[src/design/assert_macros.svh]
// Assertion macros used by the sync search controller.
`ifndef ASSERT_MACROS_SVH
`define ASSERT_MACROS_SVH

`ifndef SYNTHESIS

// Property must hold at every clock edge outside reset.
`define ASSERT_RST(label, clk, rst, prop, msg) \
  label: assert property (@(posedge clk) disable iff (rst) prop) else $error(msg);

// Condition must never be seen at a clock edge outside reset.
`define ASSERT_NEVER(label, clk, rst, cond, msg) \
  label: assert property (@(posedge clk) disable iff (rst) !(cond)) else $error(msg);

`else

`define ASSERT_RST(label, clk, rst, prop, msg)
`define ASSERT_NEVER(label, clk, rst, cond, msg)

`endif

`endif

[src/design/mas_pkg.sv]
// Package: widths, header codes, lookup tables and control types of the sync search.
`default_nettype none

package mas_pkg;

  localparam int ByteW    = 8;
  localparam int WinW     = 24;
  localparam int HdrW     = 32;
  localparam int PosW     = 31;
  localparam int SpfW     = 11;
  localparam int KbpsW    = 9;
  localparam int BpsW     = 19;
  localparam int RateW    = 16;
  localparam int ModeW    = 2;
  localparam int FrameW   = 12;
  localparam int PadW     = 3;
  localparam int CfgIdxW  = 2;
  localparam int CfgDataW = 31;
  localparam int ProdW    = SpfW + BpsW;
  localparam int DivSteps = ProdW;
  localparam int DivCntW  = $clog2(DivSteps);
  localparam int FbShift  = 3;
  localparam int HdrBytes = 4;
  localparam int KbpsScale = 1000;

  localparam logic [PosW-1:0]    PosMax  = '1;
  localparam logic [10:0]        SyncOnes = 11'd2047;
  localparam logic [DivCntW-1:0] DivLast = DivCntW'(DivSteps - 1);

  // Configuration register indexes
  localparam logic [CfgIdxW-1:0] RegStartOffset = 2'd0;
  localparam logic [CfgIdxW-1:0] RegMatchRate   = 2'd1;
  localparam logic [CfgIdxW-1:0] RegModeEnable  = 2'd2;
  localparam logic [CfgIdxW-1:0] RegChannelMode = 2'd3;

  // Version field codes
  localparam logic [1:0] VerMpeg25   = 2'd0;
  localparam logic [1:0] VerReserved = 2'd1;
  localparam logic [1:0] VerMpeg2    = 2'd2;
  localparam logic [1:0] VerMpeg1    = 2'd3;

  // Layer field codes
  localparam logic [1:0] LayReserved = 2'd0;
  localparam logic [1:0] LayIII      = 2'd1;
  localparam logic [1:0] LayII       = 2'd2;
  localparam logic [1:0] LayI        = 2'd3;

  localparam logic [3:0] BriFree     = 4'd0;
  localparam logic [3:0] BriBad      = 4'd15;
  localparam logic [1:0] FriReserved = 2'd3;
  localparam logic [1:0] EmphReserved = 2'd2;

  localparam logic [SpfW-1:0] SpfLayI  = 11'd384;
  localparam logic [SpfW-1:0] SpfFull  = 11'd1152;
  localparam logic [SpfW-1:0] SpfHalf  = 11'd576;

  // kbps by [MPEG1][layer row: III, II, I][bitrate index]
  localparam logic [KbpsW-1:0] KbpsTab [0:1][0:2][0:15] = '{
    '{
      '{9'd0, 9'd8, 9'd16, 9'd24, 9'd32, 9'd40, 9'd48, 9'd56,
        9'd64, 9'd80, 9'd96, 9'd112, 9'd128, 9'd144, 9'd160, 9'd0},
      '{9'd0, 9'd8, 9'd16, 9'd24, 9'd32, 9'd40, 9'd48, 9'd56,
        9'd64, 9'd80, 9'd96, 9'd112, 9'd128, 9'd144, 9'd160, 9'd0},
      '{9'd0, 9'd32, 9'd48, 9'd56, 9'd64, 9'd80, 9'd96, 9'd112,
        9'd128, 9'd144, 9'd160, 9'd176, 9'd192, 9'd224, 9'd256, 9'd0}
    },
    '{
      '{9'd0, 9'd32, 9'd40, 9'd48, 9'd56, 9'd64, 9'd80, 9'd96,
        9'd112, 9'd128, 9'd160, 9'd192, 9'd224, 9'd256, 9'd320, 9'd0},
      '{9'd0, 9'd32, 9'd48, 9'd56, 9'd64, 9'd80, 9'd96, 9'd112,
        9'd128, 9'd160, 9'd192, 9'd224, 9'd256, 9'd320, 9'd384, 9'd0},
      '{9'd0, 9'd32, 9'd64, 9'd96, 9'd128, 9'd160, 9'd192, 9'd224,
        9'd256, 9'd288, 9'd320, 9'd352, 9'd384, 9'd416, 9'd448, 9'd0}
    }
  };

  typedef struct packed {
    logic cap;
    logic bps_en;
    logic mul_en;
    logic div_en;
    logic load;
  } mas_cmd_t;

  typedef struct packed {
    logic hit;
    logic miss;
  } mas_sts_t;

  function automatic logic header_ok(input logic [HdrW-1:0] h);
    header_ok = (h[31:21] == SyncOnes) && (h[20:19] != VerReserved) &&
                (h[18:17] != LayReserved) && (h[15:12] != BriFree) &&
                (h[15:12] != BriBad) && (h[11:10] != FriReserved) &&
                (h[1:0] != EmphReserved);
  endfunction

  function automatic logic [RateW-1:0] rate_hz(input logic [1:0] ver, input logic [1:0] fri);
    logic [RateW-1:0] base;
    base = '0;
    case (ver)
      VerMpeg25: base = 16'd11025;
      VerMpeg2:  base = 16'd22050;
      VerMpeg1:  base = 16'd44100;
      default:   base = '0;
    endcase
    case (fri)
      2'd0:    rate_hz = base;
      2'd1:    rate_hz = (ver == VerMpeg25) ? 16'd12000 :
                         (ver == VerMpeg2) ? 16'd24000 :
                         (ver == VerMpeg1) ? 16'd48000 : 16'd0;
      2'd2:    rate_hz = (ver == VerMpeg25) ? 16'd8000 :
                         (ver == VerMpeg2) ? 16'd16000 :
                         (ver == VerMpeg1) ? 16'd32000 : 16'd0;
      default: rate_hz = '0;
    endcase
  endfunction

  function automatic logic [KbpsW-1:0] kbps_lookup(input logic [1:0] ver,
                                                   input logic [1:0] lay,
                                                   input logic [3:0] bri);
    case (lay)
      LayIII:  kbps_lookup = KbpsTab[ver[0]][0][bri];
      LayII:   kbps_lookup = KbpsTab[ver[0]][1][bri];
      LayI:    kbps_lookup = KbpsTab[ver[0]][2][bri];
      default: kbps_lookup = '0;
    endcase
  endfunction

  function automatic logic [SpfW-1:0] spf_lookup(input logic [1:0] ver, input logic [1:0] lay);
    if (lay == LayI) begin
      spf_lookup = SpfLayI;
    end else if (lay == LayII || ver == VerMpeg1) begin
      spf_lookup = SpfFull;
    end else begin
      spf_lookup = SpfHalf;
    end
  endfunction

endpackage

`default_nettype wire

[src/design/mas_ctrl.sv]
// Controller: scan, frame length sequencing and result register handshake.
`default_nettype none
`include "assert_macros.svh"

module mas_ctrl import mas_pkg::*; (
  input  wire logic     clk,
  input  wire logic     rst,
  input  wire logic     in_valid,
  output logic          in_ready,
  output logic          out_valid,
  input  wire logic     out_ready,
  input  wire mas_sts_t sts,
  output mas_cmd_t      cmd
);

  localparam logic [2:0] S_SCAN = 3'd0;
  localparam logic [2:0] S_BPS  = 3'd1;
  localparam logic [2:0] S_MUL  = 3'd2;
  localparam logic [2:0] S_DIV  = 3'd3;
  localparam logic [2:0] S_LOAD = 3'd4;

  logic [2:0]         state;
  logic [2:0]         state_next;
  logic [DivCntW-1:0] cnt;
  logic [DivCntW-1:0] cnt_next;
  logic               out_valid_next;
  logic               slot_free;

  assign in_ready   = (state == S_SCAN);
  assign slot_free  = !out_valid || out_ready;
  assign cmd.cap    = in_valid && in_ready;
  assign cmd.bps_en = (state == S_BPS);
  assign cmd.mul_en = (state == S_MUL);
  assign cmd.div_en = (state == S_DIV);
  assign cmd.load   = (state == S_LOAD) && slot_free;

  always_comb begin
    state_next = state;
    cnt_next   = cnt;
    case (state)
      S_SCAN: begin
        if (cmd.cap && sts.hit) begin
          state_next = S_BPS;
        end else if (cmd.cap && sts.miss) begin
          state_next = S_LOAD;
        end
      end
      S_BPS: begin
        state_next = S_MUL;
      end
      S_MUL: begin
        state_next = S_DIV;
        cnt_next   = '0;
      end
      S_DIV: begin
        cnt_next = cnt + DivCntW'(1);
        if (cnt == DivLast) begin
          state_next = S_LOAD;
        end
      end
      S_LOAD: begin
        if (slot_free) begin
          state_next = S_SCAN;
        end
      end
      default: begin
        state_next = S_SCAN;
      end
    endcase
  end

  always_comb begin
    out_valid_next = out_valid;
    if (cmd.load) begin
      out_valid_next = 1'b1;
    end else if (out_ready) begin
      out_valid_next = 1'b0;
    end
  end

  always_ff @(posedge clk) begin
    if (rst) begin
      state     <= S_SCAN;
      cnt       <= '0;
      out_valid <= 1'b0;
    end else begin
      state     <= state_next;
      cnt       <= cnt_next;
      out_valid <= out_valid_next;
    end
  end

  `ASSERT_RST(a_hit_starts_len, clk, rst, cmd.cap && sts.hit |=> state == S_BPS, "hit did not start frame length")
  `ASSERT_NEVER(a_hit_and_miss, clk, rst, sts.hit && sts.miss, "hit and miss raised together")
  `ASSERT_RST(a_div_ends, clk, rst, state == S_DIV && cnt == DivLast |=> state == S_LOAD, "divide overran")
  `ASSERT_RST(a_load_shows, clk, rst, cmd.load |=> out_valid, "loaded result not presented")

endmodule

`default_nettype wire

[config.mk]
export PLATFORM = sky130hd
export DESIGN_NAME = mas_ctrl
export DESIGN_NICKNAME = d
export VERILOG_FILES = /design/src/design/mas_pkg.sv /design/src/design/mas_ctrl.sv
export VERILOG_INCLUDE_DIRS = /design/src /design/src/design
export SDC_FILE = /design/constraint.sdc
export NUM_CORES = 1
export LEC_CHECK = 0
export ABC_AREA = 1
export BUFFER_PORTS_ARGS = -buffer_cell sky130_fd_sc_hd__buf_2
export CAP_MARGIN = 20
export CORE_AREA = 2 2 39 41
export CTS_CLUSTER_SIZE = 8
export DETAILED_ROUTE_END_ITERATION = 10
export DIE_AREA = 0 0 41 43
export PLACE_DENSITY = 0.67
export SLEW_MARGIN = 20
export SYNTH_ARGS = -nofsm -noshare
export SYNTH_HDL_FRONTEND = slang
export SYNTH_SLANG_ARGS = --single-unit
[constraint.sdc]
create_clock -name clk -period 1.25 [get_ports clk]
set_clock_uncertainty 0.05 [all_clocks]
set_input_delay 0.0625 -clock clk [delete_from_list [all_inputs] [get_ports clk]]
set_output_delay 0.0625 -clock clk [all_outputs]
set_load 0.1 [all_outputs]
## After elaboration in Yosys (flattened, before gate mapping)

Cells that the tools add are included.

| word-level totals | value |
|---|---|
| flip-flop bits (word level) | 9 |
| bits in latches | 0 |
| bits in writable memories | 0 |
| ROM bits | 0 |
| input bits | 6 |
| output and inout bits | 7 |
| word-level logic and storage cells | 30 |
| memories | 0 |

| operators by class | value |
|---|---|
| add/subtract/negate cells | 1 |
| $mul | 0 |
| div/mod/pow operators | 0 |
| order comparisons | 0 |
| equal/unequal tests | 8 |
| shift-type cells | 0 |
| mux-type cells | 8 |
| bitwise gates (word level) | 0 |
| reduce and logical (&&, ||, !) cells | 10 |

Operator list:

| kind | number |
|---|---|
| $pmux W3 S5 | 1 |
| $mux W3 | 4 |
| $pmux W5 S2 | 1 |
| $eq A3 B2 Y1 const B | 2 |
| $add A5 B1 Y5 const B | 1 |
| $eq A5 B5 Y1 const B | 1 |
| $logic_and A1 B1 Y1 | 4 |
| $reduce_bool A2 Y1 | 2 |
| $eq A3 B1 Y1 const B | 1 |
| $eq A3 B3 Y1 const B | 1 |
| $logic_not A3 Y1 | 1 |
| $ne A3 B1 Y1 const B | 1 |
| $reduce_and A3 Y1 | 1 |
| $mux W1 | 2 |
| $ne A2 B1 Y1 const B | 1 |
| $ne A2 B2 Y1 const B | 1 |
| $logic_not A1 Y1 | 1 |
| $logic_or A1 B1 Y1 | 1 |

## Longest topological paths before layout

| depth | value |
|---|---|
| depth after elaboration | 6 |
| mapped depth | 10 |
| depth with buffers taken out | 10 |

## Worst setup path after synthesis

OpenSTA, ideal clock, no wires.

| timing path | value |
|---|---|
| path kind | register to register |
| start | register state[0] |
| end | register state[1] |
| library setup time | 0.074 ns |
| arrival | 2.800 ns |
| data required time | 1.126 ns |
| setup slack | -1.674 ns |
| stages on the path, launching flop included | 5 |
| cell sequence | dfxtp_1 -> inv_1 -> nor3_1 -> nor3_1 -> nor2_1 |

RTL lines:

| item | line | RTL |
|---|---|---|
| start: declaration | mas_ctrl.sv:22 | `logic [2:0] state;` |
| start signal: assignment | mas_ctrl.sv:87 | `state <= state_next;` |

==> results.ini <==
[global_routing]
grt_overflow=0
grt_pass1_vias=474
antenna_found_initial=0
grt_pass1_wl_mm=1.88
grt_usage=0.164
grt_max_degree=6

[setup_path]
crit_path_start_kind=flop
critPathArrivalTime_ps=1190
cp_top_family=flip-flops
worst_ep_required_time_ps=1140
path_cells=nor2_4 > nand2_2 > a21oi_2 > buf_12
cp_slowest_cell=dfxtp_4
slowest_delay_ps=370
critPathKind=flop to output port
critPathCaptureType=output port
worstPathMaxFanout=4
crit_buf_inv=1

[drt]
wl_per_cell_um=9.61
drcViolationCount=0
firstDrtPassIters=2
postRouteAntennaNets=0
drt_iter0_drc=2
wl_mm=1.08
num_vias=506
vias_per_cell=4.52

[floorplanning]
std_cell_rows=14
coreArea_um2=1380
ios=13
die_x_um=41
start_util=0.367
die_area_um2=1760
die_h_um=43

[clock_network]
htree_num_levels=1
numCtsBuffers=3
clkTransAtPathRegs_ps=60
cts-root-buf=clkbuf_4
clock-sinks=9
cts_tree=done
clkLatencyLatePin_ps=260
cts.path.max_buffers=2

[logic_synthesis]
netlist.area_leader.share=0.355
synth_warnings=0
yosysSeqAreaShare=0.355
synth_nets=80
synth_top_cell_by_area=dfxtp_1
synth_area_um2=508
ys_top_cells_by_area=dfxtp_1 (35%), nand2_1 (10%), nor2_1 (10%)
ys_ff_latch=9
synth.avg_cell_area_um2=7.06
synth_cell_type_count=22
synthCells=72

[final_layout]
syn_to_final_growth_pct=66.0
fill_cells=108
drive_gt1_frac=0.552
nNetsFinal=105
antenna_cells=0
final_util=0.609
layout_commonest_cell=nand2_1
fin_cells=112
final_cell_mix=nand2_1 (12), nor2_1 (10), buf_4 (7)

[sta]
fmaxAchievable_ghz=0.769
maxSlewHeadroom=0.679
hold_viol=0
post-route-period-util=1.04
period_needed_ps=1300
tns_ps=-136
setup-violations-final=4
slew_violations=0
fin_ws_ps=-50.5
rsz0062_at_grt=yes
worstMarginPinSlew_ps=484

[power_and_ir_drop]
max-vdd-ir-drop_v=0.00130
p_leak_nw=0.400
cellPowerDensity_nw_per_um2=1480
total_power_mw=1.24

[worst_hold_path]
worstHoldPathType=input pin to flop

[placed_design]
gp_congestion=0.763
dp_slack_ps=28.2
dpl.cell_count=102
hpwl_um=818
port_buffers=12

[job]
maxCapViolations=0

[status]
violations=setup timing
outcome=complete, but fails checks

## path summary, 6_finish.rpt
check | startpoint | to | slack, ps | cells after the start
setup / recovery | state[1]$_SDFFE_PP0P_ | cmd[0] | -50 | 4
hold / removal | sts[1] | state[0]$_SDFFE_PP0P_ | 70 | 5
setup reg to reg | state[1]$_SDFFE_PP0P_ | state[2]$_SDFFE_PP0P_ | 80 | 9
hold reg to reg | cnt[0]$_SDFFE_PP0P_ | cnt[0]$_SDFFE_PP0P_ | 400 | 1
## timing repair
action,CTS,global route
hold buffers,1,0
buffers inserted,4,1
setup endpoints to repair,5,9
pin swaps,4,4
hold endpoints to repair,3,0
gates resized for setup,10,8
## metrics by stage
stage          area (um2)  hold slack, ps
2_1_floorplan         537            71.9
5_1_grt               843             131
6_report              843            73.6
3_5_place_dp          722             252
4_1_cts               820            55.6
3_3_place_gp          722             244
## Yosys cell counts
| master | number |
|---|---|
| nand2_2 | 1 |
| inv_2 | 3 |
| nand4_2 | 1 |
| nor2_1 | 14 |
| a21o_1 | 1 |
| a211oi_1 | 1 |
| a21oi_2 | 1 |
| o21a_1 | 1 |
| clkinv_1 | 1 |
| o21ai_1 | 2 |
| ha_1 | 2 |
| nand3_2 | 2 |
| nor3_1 | 2 |
| inv_1 | 9 |
| nor3_2 | 1 |
| nor2_2 | 1 |
| buf_4 | 1 |
| dfxtp_1 | 9 |
| nor2_4 | 1 |
| xor2_1 | 1 |
| a21oi_1 | 3 |
| nand2_1 | 14 |
## report_power, final
part	leakage (nW)	internal, mW	total [mW]	switching, mW
combinational	0.309	0.234	0.671	0.437
sequential	0.0761	0.313	0.350	0.0361
clock	0.0150	0.123	0.223	0.100
total	0.400	0.670	1.24	0.574
## worst min-delay path: cells and delay by family
| kind | cells | cell delay (ps) |
|---|---|---|
| simple gates | 2 | 120 |
| buf+inv | 2 | 140 |
| compound gates | 1 | 50 |
## final cells by class
cell class	instances	area, um2	share of cell area
Clock buffer	4	26.3	0.0312
Inverter	13	55.1	0.0653
Multi-Input combinational cell	49	324	0.384
Sequential cell	9	194	0.230
Tap cell	16	20.0	0.0237
Timing Repair Buffer	21	224	0.266
## cell families after synthesis
kind of cell,synth area share
buf+inv,0.111
simple gates,0.357
xor+xnor,0.0172
compound gates,0.111
flops,0.355
fa+ha+maj,0.0493
## routing by layer
metal,up-vias,part of all wire,track usage
li1,271,-,-
met1,219,0.42,0.179
met2,12,0.50,0.250
met3,4,0.047,0.0366
met4,0,0.035,0.140
met5,-,0,0
## state kept, by name, indices dropped and copies added (netlist names)
register   count
cnt            5
state          3
out_valid      1
(Power assumes the default switching activity.)
