## config.mk

```make
export PLATFORM = sky130hd
export DESIGN_NAME = mas_datapath
export DESIGN_NICKNAME = d
export VERILOG_FILES = /design/src/design/assert_macros.svh /design/src/design/mas_pkg.sv /design/src/design/mas_datapath.sv
export SDC_FILE = /design/constraint.sdc
export NUM_CORES = 1
export LEC_CHECK = 0
export BUFFER_PORTS_ARGS = -buffer_cell sky130_fd_sc_hd__buf_2
export CAP_MARGIN = 40
export CORE_AREA = 2 2 177 266
export DETAILED_ROUTE_END_ITERATION = 10
export DIE_AREA = 0 0 179 268
export PLACE_DENSITY_LB_ADDON = 0.2
export SLEW_MARGIN = 20
export SYNTH_ARGS = -nofsm -noshare
export SYNTH_HDL_FRONTEND = slang
export SYNTH_SLANG_ARGS = --single-unit
```

## constraint.sdc

```tcl
create_clock -name clk -period 6.6 [get_ports clk]
set_input_delay 0.33 -clock clk [delete_from_list [all_inputs] [get_ports clk]]
set_output_delay 0.33 -clock clk [all_outputs]
set_load 0.1 [all_outputs]
```

## src/design/assert_macros.svh

```systemverilog
// Assertion macros used by the sync search controller.
`ifndef ASSERT_MACROS_SVH
`define ASSERT_MACROS_SVH

`ifndef SYNTHESIS

// Property must hold at every clock edge outside reset.
`define ASSERT_RST(label, clk, rst, prop, msg) \
  label: assert property (@(posedge clk) disable iff (rst) prop) else $error(msg);

// Condition must never be seen at a clock edge outside reset.
`define ASSERT_NEVER(label, clk, rst, cond, msg) \
  label: assert property (@(posedge clk) disable iff (rst) !(cond)) else $error(msg);

`else

`define ASSERT_RST(label, clk, rst, prop, msg)
`define ASSERT_NEVER(label, clk, rst, cond, msg)

`endif

`endif

```

## src/design/mas_pkg.sv

```systemverilog
// Package: widths, header codes, lookup tables and control types of the sync search.
`default_nettype none

package mas_pkg;

  localparam int ByteW    = 8;
  localparam int WinW     = 24;
  localparam int HdrW     = 32;
  localparam int PosW     = 31;
  localparam int SpfW     = 11;
  localparam int KbpsW    = 9;
  localparam int BpsW     = 19;
  localparam int RateW    = 16;
  localparam int ModeW    = 2;
  localparam int FrameW   = 12;
  localparam int PadW     = 3;
  localparam int CfgIdxW  = 2;
  localparam int CfgDataW = 31;
  localparam int ProdW    = SpfW + BpsW;
  localparam int DivSteps = ProdW;
  localparam int DivCntW  = $clog2(DivSteps);
  localparam int FbShift  = 3;
  localparam int HdrBytes = 4;
  localparam int KbpsScale = 1000;

  localparam logic [PosW-1:0]    PosMax  = '1;
  localparam logic [10:0]        SyncOnes = 11'd2047;
  localparam logic [DivCntW-1:0] DivLast = DivCntW'(DivSteps - 1);

  // Configuration register indexes
  localparam logic [CfgIdxW-1:0] RegStartOffset = 2'd0;
  localparam logic [CfgIdxW-1:0] RegMatchRate   = 2'd1;
  localparam logic [CfgIdxW-1:0] RegModeEnable  = 2'd2;
  localparam logic [CfgIdxW-1:0] RegChannelMode = 2'd3;

  // Version field codes
  localparam logic [1:0] VerMpeg25   = 2'd0;
  localparam logic [1:0] VerReserved = 2'd1;
  localparam logic [1:0] VerMpeg2    = 2'd2;
  localparam logic [1:0] VerMpeg1    = 2'd3;

  // Layer field codes
  localparam logic [1:0] LayReserved = 2'd0;
  localparam logic [1:0] LayIII      = 2'd1;
  localparam logic [1:0] LayII       = 2'd2;
  localparam logic [1:0] LayI        = 2'd3;

  localparam logic [3:0] BriFree     = 4'd0;
  localparam logic [3:0] BriBad      = 4'd15;
  localparam logic [1:0] FriReserved = 2'd3;
  localparam logic [1:0] EmphReserved = 2'd2;

  localparam logic [SpfW-1:0] SpfLayI  = 11'd384;
  localparam logic [SpfW-1:0] SpfFull  = 11'd1152;
  localparam logic [SpfW-1:0] SpfHalf  = 11'd576;

  // kbps by [MPEG1][layer row: III, II, I][bitrate index]
  localparam logic [KbpsW-1:0] KbpsTab [0:1][0:2][0:15] = '{
    '{
      '{9'd0, 9'd8, 9'd16, 9'd24, 9'd32, 9'd40, 9'd48, 9'd56,
        9'd64, 9'd80, 9'd96, 9'd112, 9'd128, 9'd144, 9'd160, 9'd0},
      '{9'd0, 9'd8, 9'd16, 9'd24, 9'd32, 9'd40, 9'd48, 9'd56,
        9'd64, 9'd80, 9'd96, 9'd112, 9'd128, 9'd144, 9'd160, 9'd0},
      '{9'd0, 9'd32, 9'd48, 9'd56, 9'd64, 9'd80, 9'd96, 9'd112,
        9'd128, 9'd144, 9'd160, 9'd176, 9'd192, 9'd224, 9'd256, 9'd0}
    },
    '{
      '{9'd0, 9'd32, 9'd40, 9'd48, 9'd56, 9'd64, 9'd80, 9'd96,
        9'd112, 9'd128, 9'd160, 9'd192, 9'd224, 9'd256, 9'd320, 9'd0},
      '{9'd0, 9'd32, 9'd48, 9'd56, 9'd64, 9'd80, 9'd96, 9'd112,
        9'd128, 9'd160, 9'd192, 9'd224, 9'd256, 9'd320, 9'd384, 9'd0},
      '{9'd0, 9'd32, 9'd64, 9'd96, 9'd128, 9'd160, 9'd192, 9'd224,
        9'd256, 9'd288, 9'd320, 9'd352, 9'd384, 9'd416, 9'd448, 9'd0}
    }
  };

  typedef struct packed {
    logic cap;
    logic bps_en;
    logic mul_en;
    logic div_en;
    logic load;
  } mas_cmd_t;

  typedef struct packed {
    logic hit;
    logic miss;
  } mas_sts_t;

  function automatic logic header_ok(input logic [HdrW-1:0] h);
    header_ok = (h[31:21] == SyncOnes) && (h[20:19] != VerReserved) &&
                (h[18:17] != LayReserved) && (h[15:12] != BriFree) &&
                (h[15:12] != BriBad) && (h[11:10] != FriReserved) &&
                (h[1:0] != EmphReserved);
  endfunction

  function automatic logic [RateW-1:0] rate_hz(input logic [1:0] ver, input logic [1:0] fri);
    logic [RateW-1:0] base;
    base = '0;
    case (ver)
      VerMpeg25: base = 16'd11025;
      VerMpeg2:  base = 16'd22050;
      VerMpeg1:  base = 16'd44100;
      default:   base = '0;
    endcase
    case (fri)
      2'd0:    rate_hz = base;
      2'd1:    rate_hz = (ver == VerMpeg25) ? 16'd12000 :
                         (ver == VerMpeg2) ? 16'd24000 :
                         (ver == VerMpeg1) ? 16'd48000 : 16'd0;
      2'd2:    rate_hz = (ver == VerMpeg25) ? 16'd8000 :
                         (ver == VerMpeg2) ? 16'd16000 :
                         (ver == VerMpeg1) ? 16'd32000 : 16'd0;
      default: rate_hz = '0;
    endcase
  endfunction

  function automatic logic [KbpsW-1:0] kbps_lookup(input logic [1:0] ver,
                                                   input logic [1:0] lay,
                                                   input logic [3:0] bri);
    case (lay)
      LayIII:  kbps_lookup = KbpsTab[ver[0]][0][bri];
      LayII:   kbps_lookup = KbpsTab[ver[0]][1][bri];
      LayI:    kbps_lookup = KbpsTab[ver[0]][2][bri];
      default: kbps_lookup = '0;
    endcase
  endfunction

  function automatic logic [SpfW-1:0] spf_lookup(input logic [1:0] ver, input logic [1:0] lay);
    if (lay == LayI) begin
      spf_lookup = SpfLayI;
    end else if (lay == LayII || ver == VerMpeg1) begin
      spf_lookup = SpfFull;
    end else begin
      spf_lookup = SpfHalf;
    end
  endfunction

endpackage

`default_nettype wire

```

## src/design/mas_datapath.sv

```systemverilog
// Datapath: byte window, header decode, match test, frame length multiply and divide.
`default_nettype none

module mas_datapath import mas_pkg::*; (
  input  wire logic                clk,
  input  wire logic                rst,
  input  wire mas_cmd_t            cmd,
  output mas_sts_t                 sts,
  input  wire logic [ByteW-1:0]    data_byte,
  input  wire logic                first_of_buffer,
  input  wire logic                last_of_buffer,
  input  wire logic                cfg_we,
  input  wire logic [CfgIdxW-1:0]  cfg_index,
  input  wire logic [CfgDataW-1:0] cfg_data,
  output logic                     found,
  output logic [PosW-1:0]          header_position,
  output logic [SpfW-1:0]          samples_per_frame,
  output logic [BpsW-1:0]          bitrate_bps,
  output logic [RateW-1:0]         sample_rate,
  output logic [ModeW-1:0]         chan_mode,
  output logic [FrameW-1:0]        frame_bytes
);

  logic [PosW-1:0]   start_offset;
  logic [RateW-1:0]  match_sample_rate;
  logic              match_mode_enable;
  logic [ModeW-1:0]  match_chan_mode;

  logic [WinW-1:0]   byte_window;
  logic [PosW-1:0]   byte_position;
  logic              search_done;

  logic              found_r;
  logic [PosW-1:0]   hp_r;
  logic [SpfW-1:0]   spf_r;
  logic [KbpsW-1:0]  kbps_r;
  logic [BpsW-1:0]   bps_r;
  logic [RateW-1:0]  rate_r;
  logic [ModeW-1:0]  mode_r;
  logic [PadW-1:0]   pad_r;
  logic [RateW-1:0]  rem;
  logic [ProdW-1:0]  dq;

  logic [WinW-1:0]   win_eff;
  logic [PosW-1:0]   pos_eff;
  logic              done_eff;
  logic [HdrW-1:0]   h;
  logic [PosW-1:0]   pos_next;
  logic [RateW-1:0]  rate;
  logic              rate_ok;
  logic              mode_ok;
  logic              hit;
  logic              miss;
  logic [PosW-1:0]   hp;
  logic [PadW-1:0]   pad_bytes;
  logic [RateW:0]    rem_sh;
  logic              q_bit;
  logic [RateW-1:0]  rem_next;
  logic [FrameW-1:0] frame;

  assign win_eff  = first_of_buffer ? '0 : byte_window;
  assign pos_eff  = first_of_buffer ? '0 : byte_position;
  assign done_eff = first_of_buffer ? 1'b0 : search_done;
  assign h        = {win_eff, data_byte};
  assign pos_next = (pos_eff == PosMax) ? pos_eff : pos_eff + PosW'(1);
  assign rate     = rate_hz(h[20:19], h[11:10]);
  assign rate_ok  = (match_sample_rate == '0) || (match_sample_rate == rate);
  assign mode_ok  = !match_mode_enable || (match_chan_mode == h[7:6]);
  assign hit      = !done_eff && (pos_next >= PosW'(HdrBytes)) && header_ok(h) &&
                    rate_ok && mode_ok && (rate != '0);
  assign miss     = !done_eff && !hit && last_of_buffer;
  assign hp       = start_offset + pos_next - PosW'(HdrBytes);
  assign pad_bytes = (h[18:17] == LayI) ? {h[9], 2'b00} : {2'b00, h[9]};

  assign sts.hit  = hit;
  assign sts.miss = miss;

  // One restoring step of the frame length division
  assign rem_sh   = {rem, dq[ProdW-1]};
  assign q_bit    = (rem_sh >= {1'b0, rate_r});
  assign rem_next = q_bit ? RateW'(rem_sh - {1'b0, rate_r}) : rem_sh[RateW-1:0];
  assign frame    = dq[FrameW+FbShift-1:FbShift] + FrameW'(pad_r);

  always_ff @(posedge clk) begin
    if (rst) begin
      start_offset       <= '0;
      match_sample_rate  <= '0;
      match_mode_enable  <= 1'b0;
      match_chan_mode    <= '0;
      byte_window        <= '0;
      byte_position      <= '0;
      search_done        <= 1'b0;
    end else begin
      if (cfg_we) begin
        case (cfg_index)
          RegStartOffset: start_offset       <= cfg_data[PosW-1:0];
          RegMatchRate:   match_sample_rate  <= cfg_data[RateW-1:0];
          RegModeEnable:  match_mode_enable  <= cfg_data[0];
          RegChannelMode: match_chan_mode    <= cfg_data[ModeW-1:0];
          default: ;
        endcase
      end
      if (cmd.cap) begin
        byte_window   <= h[WinW-1:0];
        byte_position <= pos_next;
        search_done   <= done_eff || hit || miss;
      end
    end
  end

  always_ff @(posedge clk) begin
    if (cmd.cap) begin
      found_r <= hit;
      hp_r    <= hp;
      spf_r   <= spf_lookup(h[20:19], h[18:17]);
      kbps_r  <= kbps_lookup(h[20:19], h[18:17], h[15:12]);
      rate_r  <= rate;
      mode_r  <= h[7:6];
      pad_r   <= pad_bytes;
    end
    if (cmd.bps_en) begin
      bps_r <= BpsW'(kbps_r) * BpsW'(KbpsScale);
    end
    if (cmd.mul_en) begin
      dq  <= ProdW'(spf_r) * ProdW'(bps_r);
      rem <= '0;
    end else if (cmd.div_en) begin
      dq  <= {dq[ProdW-2:0], q_bit};
      rem <= rem_next;
    end
    if (cmd.load) begin
      found             <= found_r;
      header_position   <= found_r ? hp_r : '0;
      samples_per_frame <= found_r ? spf_r : '0;
      bitrate_bps       <= found_r ? bps_r : '0;
      sample_rate       <= found_r ? rate_r : '0;
      chan_mode         <= found_r ? mode_r : '0;
      frame_bytes       <= found_r ? frame : '0;
    end
  end

endmodule

`default_nettype wire

```

Word-level counts from Yosys, hierarchy flattened

Index checks and enable logic that the tools add are counted.

Register bits: 330
Bits of input ports: 51
Word-level logic and storage cells: 120

Add/sub/neg operators: 5
Multipliers: 2
Magnitude comparators: 4
Equality and inequality tests: 18
Mux-type cells: 29
Bitwise operators: 2
Reduce and logical (&&, ||, !) cells: 33

Operators by type and width:

| cell                                                               | number |
|---|---|
| 2-to-1 mux 432 bit                                                 | 2 |
| 2-to-1 mux 420 bit                                                 | 1 |
| binary-select mux 9 bit (select 4 bit)                             | 3 |
| one-hot mux 16 bit (3 select lines)                                | 2 |
| 2-to-1 mux 16 bit                                                  | 4 |
| 2-to-1 mux 31 bit                                                  | 2 |
| 2-to-1 mux 30 bit                                                  | 2 |
| 2-to-1 mux 9 bit                                                   | 6 |
| 2-to-1 mux 15 bit                                                  | 3 |
| adder 31 x 1 -> 31 bit, second input constant                      | 1 |
| adder 31 bit                                                       | 1 |
| equality test 31 bit, second input constant                        | 1 |
| greater-or-equal comparator 31 x 3 -> 1 bit, second input constant | 1 |
| subtractor 31 x 3 -> 31 bit, second input constant                 | 1 |
| multiplier 11 x 16 -> 27 bit                                       | 1 |
| one-hot mux 9 bit (3 select lines)                                 | 1 |
| 2-to-1 mux 24 bit                                                  | 1 |
| greater-or-equal comparator 17 x 16 -> 1 bit                       | 1 |
| equality test 16 bit                                               | 1 |
| zero test 16 bit                                                   | 1 |
| multiplier 9 x 7 -> 16 bit, second input constant                  | 1 |
| nonzero test 16 bit                                                | 1 |
| subtractor 16 bit                                                  | 1 |
| equality test 2 bit, second input constant                         | 7 |
| 20 further kinds                                                   | 47 |

Longest topological paths before layout

Gate-level depths: netlist of run 1.

Depth in word-level cells: 16
Depth in mapped cells: 26
Depth with buffers taken out: 21

Least setup slack after synthesis of run 1

No wires, ideal clock.

Path kind: input -> register
Start point: input first_of_buffer
End point: register hp_r[29] (data pin)
Library setup time: 0.258 ns
Arrival time: 5.572 ns
Path slack: 0.770 ns
Stages on the path: 24
Path buffers: 4
Cells stage by stage: clkbuf_1 > clkbuf_1 > buf_1 > clkbuf_1 > nor2b_1 > ha_1 > nand4b_4 > or4_4 > nor4_2 > nor2_1 > nor3_1 > inv_1 > ha_1 > inv_1 > ha_1 > a21o_1 > nand4_1 > a31oi_1 > o21ai_0 > o41ai_1 > a31oi_1 > o211ai_1 > a21oi_1 > xnor2_1

Cells in the longest elaborated chain, start to end: 5
Elaborated cells between the ends (all ways): 6

Ends and longest elaborated chain:

| what                                                                  | line                | text |
|---|---|---|
| from (decl)                                                           | mas_datapath.sv:10  | `input wire logic first_of_buffer,` |
| 2-to-1 mux 31 bit *                                                   | mas_datapath.sv:62  | `assign pos_eff = first_of_buffer ? '0 : byte_position;` |
| adder 31 x 1 -> 31 bit / equality test 31 bit (equally long branches) | mas_datapath.sv:65  | `assign pos_next = (pos_eff == PosMax) ? pos_eff : pos_eff + PosW'(1);` |
| 2-to-1 mux 31 bit *                                                   | mas_datapath.sv:65  |  |
| adder 31 bit *                                                        | mas_datapath.sv:72  | `assign hp = start_offset + pos_next - PosW'(HdrBytes);` |
| subtractor 31 x 3 -> 31 bit *                                         | mas_datapath.sv:72  |  |
| named net hp[29]                                                      | mas_datapath.sv:54  | `logic [PosW-1:0] hp;` |
| to (signal assigned)                                                  | mas_datapath.sv:114 | `hp_r <= hp;` |
| to (decl)                                                             | mas_datapath.sv:34  | `logic [PosW-1:0] hp_r;` |

Mark *: on every way through the listed nets, which the timed path passes. The rest lies on a longest branch.
A chain may end at the register's enable or synchronous reset.

Worst setup path in the final report of run 1

Start point: register byte_position[0]
End point: register hp_r[29] (data pin)

Cells in the longest elaborated chain, start to end: 5
Elaborated cells between the ends (all ways): 6

Ends and longest elaborated chain:

| what                                                                  | line                | text |
|---|---|---|
| from (decl)                                                           | mas_datapath.sv:30  | `logic [PosW-1:0] byte_position;` |
| from (signal assigned)                                                | mas_datapath.sv:105 | `byte_position <= pos_next;` |
| 2-to-1 mux 31 bit *                                                   | mas_datapath.sv:62  |  |
| adder 31 x 1 -> 31 bit / equality test 31 bit (equally long branches) | mas_datapath.sv:65  |  |
| 2-to-1 mux 31 bit *                                                   | mas_datapath.sv:65  |  |
| adder 31 bit *                                                        | mas_datapath.sv:72  |  |
| subtractor 31 x 3 -> 31 bit *                                         | mas_datapath.sv:72  |  |
| named net hp[29]                                                      | mas_datapath.sv:54  |  |

Marks and branches as above.

==> summary.md, run 1 <==
| Metric | Value |
|---|---|
| Status | `finished, final reports clean` |
| Hold Path Cell Cnt | `3` |
| Prevailing post-synth register cell | `edfxtp_1` |
| Flop pwr share | `0.349` |
| Hold Path Origin | `cfg_data[2]` |
| WL per Instance | `18.0 um` |
| Initial DRT Pass Iterations | `5` |
| Starting Density | `0.437` |
| Vias in the first global route | `15400` |
| Max Root-Sink Buffers | `3` |
| Die height | `268 um` |
| Die ar. | `0.0480 sq mm` |
| Cts bufs inserted | `31` |
| Power density over the cells | `301 mW/mm^2` |
| Latest clock arrival within the worst-skew pair | `590 ps` |
| RePlAce Congestion | `0.903` |
| Filler cell count | `approximately 4300` |
| Pins over their slew limit | `0` |
| Register area share after synthesis | `0.394` |
| Utilization after layout | `0.497` |
| Worst-margin pin slew | `just over 800 ps` |
| Final min period | `5810 ps` |
| Max Cap Viol | `0` |
| Mapped Cells | `2109` |
| GRT Residual Overflow | `0` |
| Area Overhead vs Synth | `13.8%` |
| CTS Sinks | `302` |
| CP required | `roughly 7000 ps` |
| Synthesized flop and latch total | `302` |
| CTS Root Buffer Type | `clkbuf_16` |
| Ys async rst share | `0` |
| Max-Slew Margin vs Limit | `0.453` |
| Cts repair resizes | `0` |
| Layout cells sized above 1 | `0.109` |
| Worst R2R End | `hp_r[29]` |
| Combinational Power Share | `0.373` |
| Clock power frac | `0.278` |
| Fin cells | `2852` |
| Syn. warnings | `0` |
| Antenna violations before repair | `0` |
| Largest net degree at the start of global routing | `70` |
| First-pass GRT wire length | `80.1 mm` |
| Syn_area_per_cell | `9.44 sq um` |
| Synth area leader | `edfxtp_1` |
| Core ar. | `around 0.046 sq mm` |
| CTS clk-pin slew, worst paths | `60 ps` |
| CTS tree | `yes` |
| Synth area leaders | `edfxtp_1 (27%), dfxtp_1 (12%), ha_1 (11%)` |
| Crit path cell chain | `nor2b_1 > ha_1 > nand4b_4 > or4_4 > nor4_2 > buf_4 > nor2_1 > nor3_1 > inv_1 > ha_1 > inv_1 > ha_1 > a21o_1 > nand4_1 > a31oi_1 > o21ai_0 > o41ai_1 > a31oi_1 > o211ai_1 > a21oi_1 > xnor2_1` |
| WP data arrival | `6150 ps` |
| Final Hold Viols | `0` |
| Max stage delay on crit path | `between 600 and 700 ps` |
| Crit share post-route | `0.880` |
| Switching power | `between 2 and 2.5 mW` |
| R2R Setup Slk | `just under 800 ps` |
| N_diodes | `0` |
| Hold EP | `match_sample_rate[2]` |
| DR vias | `around 15000` |
| Die X-Extent | `179 um` |
| Critical path class | `reg2reg` |
| Switching share of power | `0.351` |
| Row cnt | `96` |
| Most common cell in the netlist | `inv_1` |
| Startpoint Class | `flip-flop` |
| Placed insts | `2760` |
| DRC | `0` |
| Critical Path Most Common Cell | `ha_1` |
| Final setup TNS | `0 ps` |
| Clock skew | `roughly 17 ps` |
| Routed vias/inst | `between 5 and 6` |
| Unique masters post-synth | `78` |
| Post-synth top cells | `inv_1 (228), nand2_1 (203), ha_1 (182)` |
| Slowest-stage cell, CP | `o41ai_1` |
| Hold WC Path Type | `in2reg` |
| DRT iter0 DRCs | `around 840` |
| Port-buffer cells | `131` |
| Internal power | `4.43 mW` |
| Final net count | `roughly 2500` |
| Worst hold slack | `10.6 ps` |
| Share of the synthesized area in the top cell type | `0.272` |
| Ports | `145` |
| Design Power | `around 6.8 mW` |
| Leak pwr | `9.62 nW` |
| Detailed Place HPWL | `39.4 mm` |
| Endpoint class of the critical path | `flip-flop` |
| Post-Syn Area | `approximately 0.020 sq mm` |
| Cells on worst reg2reg path | `21` |
| Critical Path Fanout Max | `8` |
| F_max | `172 MHz` |
| Final setup violating endpoints | `0` |
| Number of synthesized flops with an enable pin | `180` |
| RSZ-0062 raised after global routing | `false` |
| Routed Antenna Nets | `0` |
| Worst reg2reg startpoint | `byte_position[0]` |
| H-tree depth | `1` |
| GR Util All Layers | `0.214` |
| Detailed Route WL | `51.3 mm` |
| Max VDD drop | `0.000221 V` |
-- what timing repair did --
item / 4_1_cts / 5_1_grt
setup buffers: 0 / 0
hold endpoints to repair: 41 / 0
hold buffers: 31 / 0
endpoints found under the setup margin: 0 / 0
-- metal layers --
metal / up-vias / global-route usage / wire length (um)
met5: - / 0 / 0
met4: 0 / 0.133 / 3470
met3: 124 / 0.0208 / 1360
met2: 286 / 0.403 / 27500
met1: 7376 / 0.225 / 19000
li1: 7486 / - / -
-- worst max-delay path: cells and delay by family, from the launching register on --
family	cells	cell delay, ps
flip-flops	1	400
XOR/XNOR	1	130
AND/OR/NAND/NOR	7	1710
AO/OA/AOI/OAI	7	2020
adder cells (fa/ha/maj)	3	940
buffers and inverters	3	340
-- logic make-up (layout without fill, tap and decap cells) --
kind of cell | after synthesis | after routing | share of synthesized area
and+or+nand+nor | 721 | 721 | 0.184
AOI/OAI and AO/OA | 359 | 359 | 0.117
buffers and inverters | 337 | 480 | 0.0668
DFF | 302 | 302 | 0.394
other | 1 | 13 | 0.000188
adders and majority gates | 232 | 232 | 0.165
muxes | 52 | 52 | 0.0272
xor gates and xnor gates | 105 | 105 | 0.0462
-- sequential cells by signal, summed over array words and instances (netlist names) --
| name | flops |
|---|---|
| bitrate_bps | 13 |
| bps_r | 13 |
| byte_position | 31 |
| byte_window | 24 |
| chan_mode | 2 |
| dq | 30 |
| found | 1 |
| found_r | 1 |
| frame_bytes | 12 |
| header_position | 31 |
| hp_r | 31 |
| kbps_r | 6 |
| match_chan_mode | 2 |
| match_mode_enable | 1 |
| match_sample_rate | 16 |
| mode_r | 2 |
| pad_r | 2 |
| rate_r | 14 |
| rem | 16 |
| sample_rate | 14 |
| samples_per_frame | 4 |
| search_done | 1 |
| spf_r | 4 |
| start_offset | 31 |
-- power groups by stage --
stage	Sequential [mW]	Clock (mW)	Combinational [mW]
3_5_place_dp	2.43	0	2.56
2_1_floorplan	2.64	0	1.72
3_3_place_gp	2.43	0	2.53
5_1_grt	2.40	2.03	2.90
6_report	2.38	1.90	2.55
4_1_cts	2.39	1.94	2.60
-- worst max-delay path by stage --
stage | start | end | slack [ps] | depth (start not counted)
4_1_cts | byte_position[0] | hp_r[29] | 840 | 21
3_5_place_dp | first_of_buffer | hp_r[29] | 780 | 22
5_1_grt | byte_position[0] | hp_r[29] | 300 | 21
3_3_place_gp | first_of_buffer | hp_r[29] | 990 | 21
6_report | byte_position[0] | hp_r[29] | 790 | 21
2_1_floorplan | first_of_buffer | hp_r[29] | 770 | 24
-- layout make-up --
type                    instances  area (sq um)  share of cell area
clock buffers                  34           787              0.0348
clock inverters                24           310              0.0137
inverters                     231           867              0.0383
multi-input cells            1482         10800               0.476
flip-flops and latches        302          7850               0.347
well taps                     588           736              0.0325
repair buffers                191          1320              0.0581
-- layout by cell type (no fill, tap or decap), types with 22 or more instances in the layout --
cell type and instances:
o21ai_0 59, and2_1 130, a21o_1 23, a21oi_1 121, buf_4 23, edfxtp_1 180, dfxtp_1 122, nand4_1 22
xnor2_1 71, a211oi_1 24, nor2b_1 43, nand3_1 43, ha_1 182, xor2_1 34, inv_1 228, nor3_1 27
dlygate4sd3_1 31, nand2_1 203, mux2i_1 36, nor2_1 143, buf_2 129, clkbuf_16 31, fa_1 50
-- stage by stage --
| step | area [sq um] | setup slack (ps) |
|---|---|---|
| after floorplan | 20000 | 770 |
| after global placement | 21000 | 995 |
| after detailed placement | 21200 | 784 |
| after CTS | 22600 | 837 |
| after global routing | 22600 | 296 |
| final | 22600 | 789 |
No activity file was read; power rests on OpenSTA's default activity.
==> inputs of run 2 (changes only) <==
--- a/config.mk
+++ b/config.mk
@@ -5,8 +5,8 @@
 export SDC_FILE = /design/constraint.sdc
 export NUM_CORES = 1
 export LEC_CHECK = 0
-export BUFFER_PORTS_ARGS = -buffer_cell sky130_fd_sc_hd__buf_2
-export CAP_MARGIN = 40
+export BUFFER_PORTS_ARGS = -buffer_cell sky130_fd_sc_hd__buf_4
+export CAP_MARGIN = 5
 export CORE_AREA = 2 2 177 266
 export DETAILED_ROUTE_END_ITERATION = 10
 export DIE_AREA = 0 0 179 268
==> summary.md, run 2 (synthesized netlist as in run 1, its figures left out) <==
| Metric | Value |
|---|---|
| Status | `finished, final reports clean (unchanged)` |
| Layout cells sized above 1 | `0.106 (was 0.109)` |
| Largest net degree at the start of global routing | `90 (was 70)` |
| Max-Slew Margin vs Limit | `0.327 (was 0.453)` |
| CP delay by family, top | `adder cells (was compound AO/OA/AOI/OAI gates)` |
| Final setup TNS | `0 ps (unchanged)` |
| Max VDD drop | `0.000227 V (was 0.000221 V)` |
| Crit path launch | `spf_r[10] (was byte_position[0])` |
| F_max | `178 MHz (was 172 MHz)` |
| Cells on worst reg2reg path | `20 (was 21)` |
| Detailed Place HPWL | `38.1 mm (was 39.4 mm)` |
| R2R Setup Slk | `980 ps (was 790 ps)` |
| Worst path bufs/invs | `3 (unchanged)` |
| Antenna violations before repair | `0 (unchanged)` |
| Endpoint class of the critical path | `flip-flop (unchanged)` |
| DRT iter0 DRCs | `883 (was 837)` |
| Worst-margin pin slew | `1010 ps (was 813 ps)` |
| Ports | `145 (unchanged)` |
| Crit share post-route | `0.851 (was 0.880)` |
| Area Overhead vs Synth | `14.5% (was 13.8%)` |
| Worst R2R End | `dq[29] (was hp_r[29])` |
| GR Util All Layers | `0.211 (was 0.214)` |
| Leak pwr | `9.63 nW (was 9.62 nW)` |
| CTS clk-pin slew, worst paths | `60 ps (about the same)` |
| CTS tree | `yes (unchanged)` |
| WP depth | `20 (was 21)` |
| GRT Residual Overflow | `0 (unchanged)` |
| Crit path cell chain | `and2_1 > fa_1 > inv_1 > fa_1 > fa_1 > inv_1 > ha_1 > ha_1 > ha_1 > inv_1 > fa_1 > nor2b_1 > o21ai_0 > a21boi_0 > o21ai_0 > a21oi_1 > o2111ai_1 > a31oi_1 > xnor2_1 > mux2_2 (was nor2b_1 > ha_1 > nand4b_4 > or4_4 > nor4_2 > buf_4 > nor2_1 > nor3_1 > inv_1 > ha_1 > inv_1 > ha_1 > a21o_1 > nand4_1 > a31oi_1 > o21ai_0 > o41ai_1 > a31oi_1 > o211ai_1 > a21oi_1 > xnor2_1)` |
| Clock skew | `10.6 ps (was 16.8 ps)` |
| DRC | `0 (unchanged)` |
| Startpoint Class | `flip-flop (unchanged)` |
| N_diodes | `0 (unchanged)` |
| Die ar. | `0.0480 sq mm (unchanged)` |
| Port-buffer cells | `131 (unchanged)` |
| RePlAce Congestion | `0.923 (was 0.903)` |
| Die height | `268 um (unchanged)` |
| Final min period | `5620 ps (was 5810 ps)` |
| Vias in the first global route | `15600 (was 15400)` |
| Final setup violating endpoints | `0 (unchanged)` |
| Max stage delay on crit path | `600 ps (was 670 ps)` |
| Initial DRT Pass Iterations | `5 (unchanged)` |
| Slowest-stage cell, CP | `edfxtp_1 (was o41ai_1)` |
| Core ar. | `0.0455 sq mm (unchanged)` |
| Final net count | `2513 (was 2522)` |
| Commonest non-fill, non-tap cell in the layout | `inv_1 (unchanged)` |
| Critical Path Most Common Cell | `fa_1 (was ha_1)` |
| Final Hold Viols | `0 (unchanged)` |
| Critical Path End | `dq[29] (was hp_r[29])` |
| First-pass GRT wire length | `79.5 mm (was 80.1 mm)` |
| CTS Root Buffer Type | `clkbuf_16 (unchanged)` |
| CP required | `6940 ps (about the same)` |
| Critical path class | `reg2reg (unchanged)` |
| CTS Sinks | `302 (unchanged)` |
| Routed Antenna Nets | `0 (unchanged)` |
| WP data arrival | `5950 ps (was 6150 ps)` |
| Hold Path Cell Cnt | `3 (unchanged)` |
| Max Cap Viol | `0 (unchanged)` |
| Fin worst setup slack | `984 ps (was 789 ps)` |
| Cts bufs inserted | `31 (unchanged)` |
| Pins over their slew limit | `0 (unchanged)` |
| Row cnt | `96 (unchanged)` |
| Die X-Extent | `179 um (unchanged)` |
| Worst hold slack | `23.0 ps (was 10.6 ps)` |
| DR vias | `15300 (about the same)` |
| RSZ-0062 raised after global routing | `false (unchanged)` |
| Detailed Route WL | `50.2 mm (was 51.3 mm)` |
| Critical Path Fanout Max | `14 (was 8)` |
| Cts repair resizes | `0 (unchanged)` |
| Latest clock arrival within the worst-skew pair | `590 ps (about the same)` |
| Max Root-Sink Buffers | `3 (unchanged)` |
| Starting Density | `0.437 (unchanged)` |
| Commonest non-fill, non-tap cells in the layout | `inv_1 (227), nand2_1 (203), ha_1 (182) (was inv_1 (228), nand2_1 (203), ha_1 (182))` |
| Routed vias/inst | `5.39 (was 5.35)` |
| H-tree depth | `1 (unchanged)` |
| WL per Instance | `17.7 um (was 18.0 um)` |
| Worst reg2reg startpoint | `spf_r[10] (was byte_position[0])` |
| Hold WC Path Type | `in2reg (unchanged)` |
| Pre-CTS setup slack | `973 ps (was 784 ps)` |
| Power density over the cells | `299 mW/mm^2 (was 301 mW/mm^2)` |
## run 2: area by class of cell
type                            instances  area, sq um
Fill cell                            4254        22700
Multi-Input combinational cell       1482        10800
Sequential cell                       302         7850
Timing Repair Buffer                  182         1460
Inverter                              231          867
Clock buffer                           38          846
Tap cell                              588          736
Clock inverter                         20          245
## run 2: worst min path at each step
stage                                 from               end  slack [ps]
after global placement    start_offset[24]  start_offset[24]         440
after global routing          data_byte[5]    byte_window[5]          30
after detailed placement  start_offset[22]  start_offset[22]         450
after CTS                     data_byte[5]    byte_window[5]           3
final                         data_byte[5]    byte_window[5]          20
after floorplan               data_byte[6]         mode_r[0]         430
## run 2: metrics by stage
stage                     instance area [sq um]  std cells  utilization  power (mW)
after detailed placement                  21300       2749        0.468        5.00
after global routing                      22800       2843        0.500        7.31
after CTS                                 22800       2843        0.500        6.92
after floorplan                           20000       2121            -        4.36
after global placement                    21300       2749        0.468        4.95
final                                     22800       2843        0.500        6.81
## run 2: what timing repair did
| item | in CTS | in global routing |
|---|---|---|
| setup buffers | 0 | 0 |
| endpoints found under the hold margin | 49 | 0 |
| hold buffers | 36 | 0 |
## run 2: power breakdown
group	total [mW]	internal (mW)	switching (mW)
registers	2.38	2.26	0.120
clock network	1.87	1.11	0.762
logic	2.56	1.04	1.51
## run 2: routing by layer
layer	track usage	vias to the layer above	routed length [um]
met1	0.219	7363	18200
met4	0.124	0	3170
met2	0.400	364	27100
li1	-	7463	-
met5	0	-	0
met3	0.0235	133	1750
## run 2: worst register-to-register path, stage by stage (launching register included)
cell	delay, ps
edfxtp_1	600
and2_1	260
fa_1	540
inv_1	60
fa_1	510
fa_1	550
inv_1	40
ha_1	280
ha_1	280
ha_1	170
inv_1	60
fa_1	400
nor2b_1	140
o21ai_0	100
a21boi_0	280
o21ai_0	140
a21oi_1	240
o2111ai_1	160
a31oi_1	190
xnor2_1	110
mux2_2	260
==> inputs of run 3 (changes only) <==
--- a/config.mk
+++ b/config.mk
@@ -7,9 +7,9 @@
 export LEC_CHECK = 0
 export BUFFER_PORTS_ARGS = -buffer_cell sky130_fd_sc_hd__buf_4
 export CAP_MARGIN = 5
-export CORE_AREA = 2 2 177 266
+export CORE_AREA = 2 2 216 176
 export DETAILED_ROUTE_END_ITERATION = 10
-export DIE_AREA = 0 0 179 268
+export DIE_AREA = 0 0 218 178
 export PLACE_DENSITY_LB_ADDON = 0.2
 export SLEW_MARGIN = 20
 export SYNTH_ARGS = -nofsm -noshare
==> summary.md, run 3 (synthesized netlist as in run 1, its figures left out) <==
| Metric | Value |
|---|---|
| Status | `finished, final reports clean (unchanged)` |
| Port-buffer cells | `131 (unchanged)` |
| Max Cap Viol | `0 (unchanged)` |
| Crit path launch | `byte_position[0] (was spf_r[10])` |
| Pre-CTS setup slack | `724 ps (was 973 ps)` |
| RePlAce Congestion | `0.973 (was 0.923)` |
| Critical Path Most Common Cell | `ha_1 (was fa_1)` |
| WL per Instance | `17.9 um (was 17.7 um)` |
| Crit share post-route | `0.877 (was 0.851)` |
| GR Util All Layers | `0.253 (was 0.211)` |
| Multi-input logic area | `0.0108 sq mm (unchanged)` |
| Postcts setup bufs | `0 (unchanged)` |
| Commonest non-fill, non-tap cell in the layout | `inv_1 (unchanged)` |
| Antenna violations before repair | `0 (unchanged)` |
| Latest clock arrival within the worst-skew pair | `600 ps (was 590 ps)` |
| Worst reg2reg startpoint | `byte_position[0] (was spf_r[10])` |
| Final setup violating endpoints | `0 (unchanged)` |
| Final instance area | `0.0227 sq mm (was 0.0228 sq mm)` |
| Hold WC Path Type | `in2reg (unchanged)` |
| Pins over their slew limit | `0 (unchanged)` |
| CTS tree | `yes (unchanged)` |
| Reg area | `0.00785 sq mm (unchanged)` |
| Detailed Place HPWL | `35.4 mm (was 38.1 mm)` |
| Leak pwr | `9.63 nW (about the same)` |
| Final min period | `5790 ps (was 5620 ps)` |
| R2R Setup Slk | `810 ps (was 980 ps)` |
| H-tree depth | `1 (unchanged)` |
| Critical path class | `reg2reg (unchanged)` |
| Hold Path Origin | `data_byte[5] (unchanged)` |
| Row cnt | `63 (was 96)` |
| Endpoint class of the critical path | `flip-flop (unchanged)` |
| Ports | `145 (unchanged)` |
| Fin worst setup slack | `813 ps (was 984 ps)` |
| Power density over the cells | `299 mW/mm^2 (about the same)` |
| Routed Antenna Nets | `0 (unchanged)` |
| Worst hold slack | `25.9 ps (was 23.0 ps)` |
| Vias in the first global route | `14300 (was 15600)` |
| Commonest non-fill, non-tap cells in the layout | `inv_1 (227), nand2_1 (203), ha_1 (182) (unchanged)` |
| Critical Path Fanout Max | `8 (was 14)` |
| Initial DRT Pass Iterations | `5 (unchanged)` |
| Routed vias/inst | `5.59 (was 5.39)` |
| F_max | `173 MHz (was 178 MHz)` |
| Cts bufs inserted | `31 (unchanged)` |
| Slowest-stage cell, CP | `or4_4 (was edfxtp_1)` |
| Max stage delay on crit path | `550 ps (was 600 ps)` |
| Core ar. | `0.0366 sq mm (was 0.0455 sq mm)` |
| Clock skew | `28.3 ps (was 10.6 ps)` |
| Die height | `178 um (was 268 um)` |
| CTS clk-pin slew, worst paths | `60 ps (about the same)` |
| Startpoint Class | `flip-flop (unchanged)` |
| CTS Root Buffer Type | `clkbuf_16 (unchanged)` |
| Utilization after layout | `0.620 (was 0.500)` |
| Final net count | `2514 (was 2513)` |
| Final setup TNS | `0 ps (unchanged)` |
| First-pass GRT wire length | `77.5 mm (was 79.5 mm)` |
| Area Overhead vs Synth | `13.9% (was 14.5%)` |
| Die X-Extent | `218 um (was 179 um)` |
| DRC | `0 (unchanged)` |
| Detailed Route WL | `49.2 mm (was 50.2 mm)` |
| Max VDD drop | `0.000236 V (was 0.000227 V)` |
| Final Hold Viols | `0 (unchanged)` |
| DR vias | `15300 (about the same)` |
| RSZ-0062 raised after global routing | `false (unchanged)` |
| Max Root-Sink Buffers | `3 (unchanged)` |
| DRT iter0 DRCs | `1278 (was 883)` |
| Filler cell count | `3135 (was 4254)` |
| Worst-margin pin slew | `1080 ps (was 1010 ps)` |
| Starting Density | `0.544 (was 0.437)` |
| DP Area | `0.0212 sq mm (was 0.0213 sq mm)` |
| Layout cells sized above 1 | `0.104 (was 0.106)` |
| CP required | `6940 ps (about the same)` |
| CTS Sinks | `302 (unchanged)` |
| Crit path cell chain | `nor2b_1 > ha_1 > nand4b_4 > or4_4 > nor4_2 > buf_4 > nor2_1 > nor3_1 > inv_1 > ha_1 > inv_1 > ha_1 > o21ai_0 > nor4_1 > nor2_1 > nand2_1 > a311oi_1 > o21ai_0 > a211oi_1 > a21oi_1 > xnor2_1 (was and2_1 > fa_1 > inv_1 > fa_1 > fa_1 > inv_1 > ha_1 > ha_1 > ha_1 > inv_1 > fa_1 > nor2b_1 > o21ai_0 > a21boi_0 > o21ai_0 > a21oi_1 > o2111ai_1 > a31oi_1 > xnor2_1 > mux2_2)` |
| WP data arrival | `6130 ps (was 5950 ps)` |
| GRT Residual Overflow | `0 (unchanged)` |
| Max-Slew Margin vs Limit | `0.282 (was 0.327)` |
| Die ar. | `0.0388 sq mm (was 0.0480 sq mm)` |
| Cts repair resizes | `0 (unchanged)` |
| Largest net degree at the start of global routing | `85 (was 90)` |
[run 3: cell count changes in the layout (fill, tap and decap cells not counted), moves of 2 or more]
cell and change:
clkbuf_1 +6, clkbuf_8 +6, bufinv_16 -4, clkinv_2 -3, buf_4 -2, clkbuf_16 +2, clkinv_1 -2, clkinv_4 -2
[run 3: layout make-up]
type                            instances  area share
Antenna cell                            1    0.000110
Clock buffer                           51      0.0439
Tap cell                              487      0.0269
Clock inverter                          7     0.00364
Sequential cell                       302       0.346
Inverter                              231      0.0382
Timing Repair Buffer                  183      0.0655
Multi-Input combinational cell       1482       0.476
[run 3: routing by layer]
layer  GRT usage  part of all wire  vias up
li1            -                 -     7489
met1       0.382              0.49     7310
met2       0.367              0.42      479
met3      0.0616             0.077       49
met4      0.0468             0.015        0
met5           0                 0        -
[run 3: metrics by stage]
stage | cells | power, mW
5_1_grt | 2743 | 7.25
3_5_place_dp | 2646 | 4.93
3_3_place_gp | 2646 | 4.89
4_1_cts | 2741 | 6.81
6_report | 2744 | 6.77
2_1_floorplan | 2121 | 4.36
[run 3: worst max-delay path: cells and delay by family (launching register included)]
kind | cells | cell delay [ps]
AND/OR/NAND/NOR | 9 | 2190
AO/OA/AOI/OAI | 5 | 1560
adder cells (fa/ha/maj) | 3 | 930
flip-flops | 1 | 370
buffers and inverters | 3 | 340
XOR/XNOR | 1 | 150
[run 3: worst paths after layout]
path	to	cells past startpoint
max reg2reg	hp_r[30]	21
min reg2reg	start_offset[2]	2
min	byte_window[5]	3
max	hp_r[30]	21
[run 3: repair_timing]
item | in CTS | in global routing
endpoints found under the hold margin | 52 | 0
hold buffers | 37 | 0
endpoints found under the setup margin | 0 | 0
[run 3: report_power, final]
group	internal, mW	switching (mW)
Sequential	2.26	0.124
Clock	1.07	0.760
Combinational	1.04	1.51
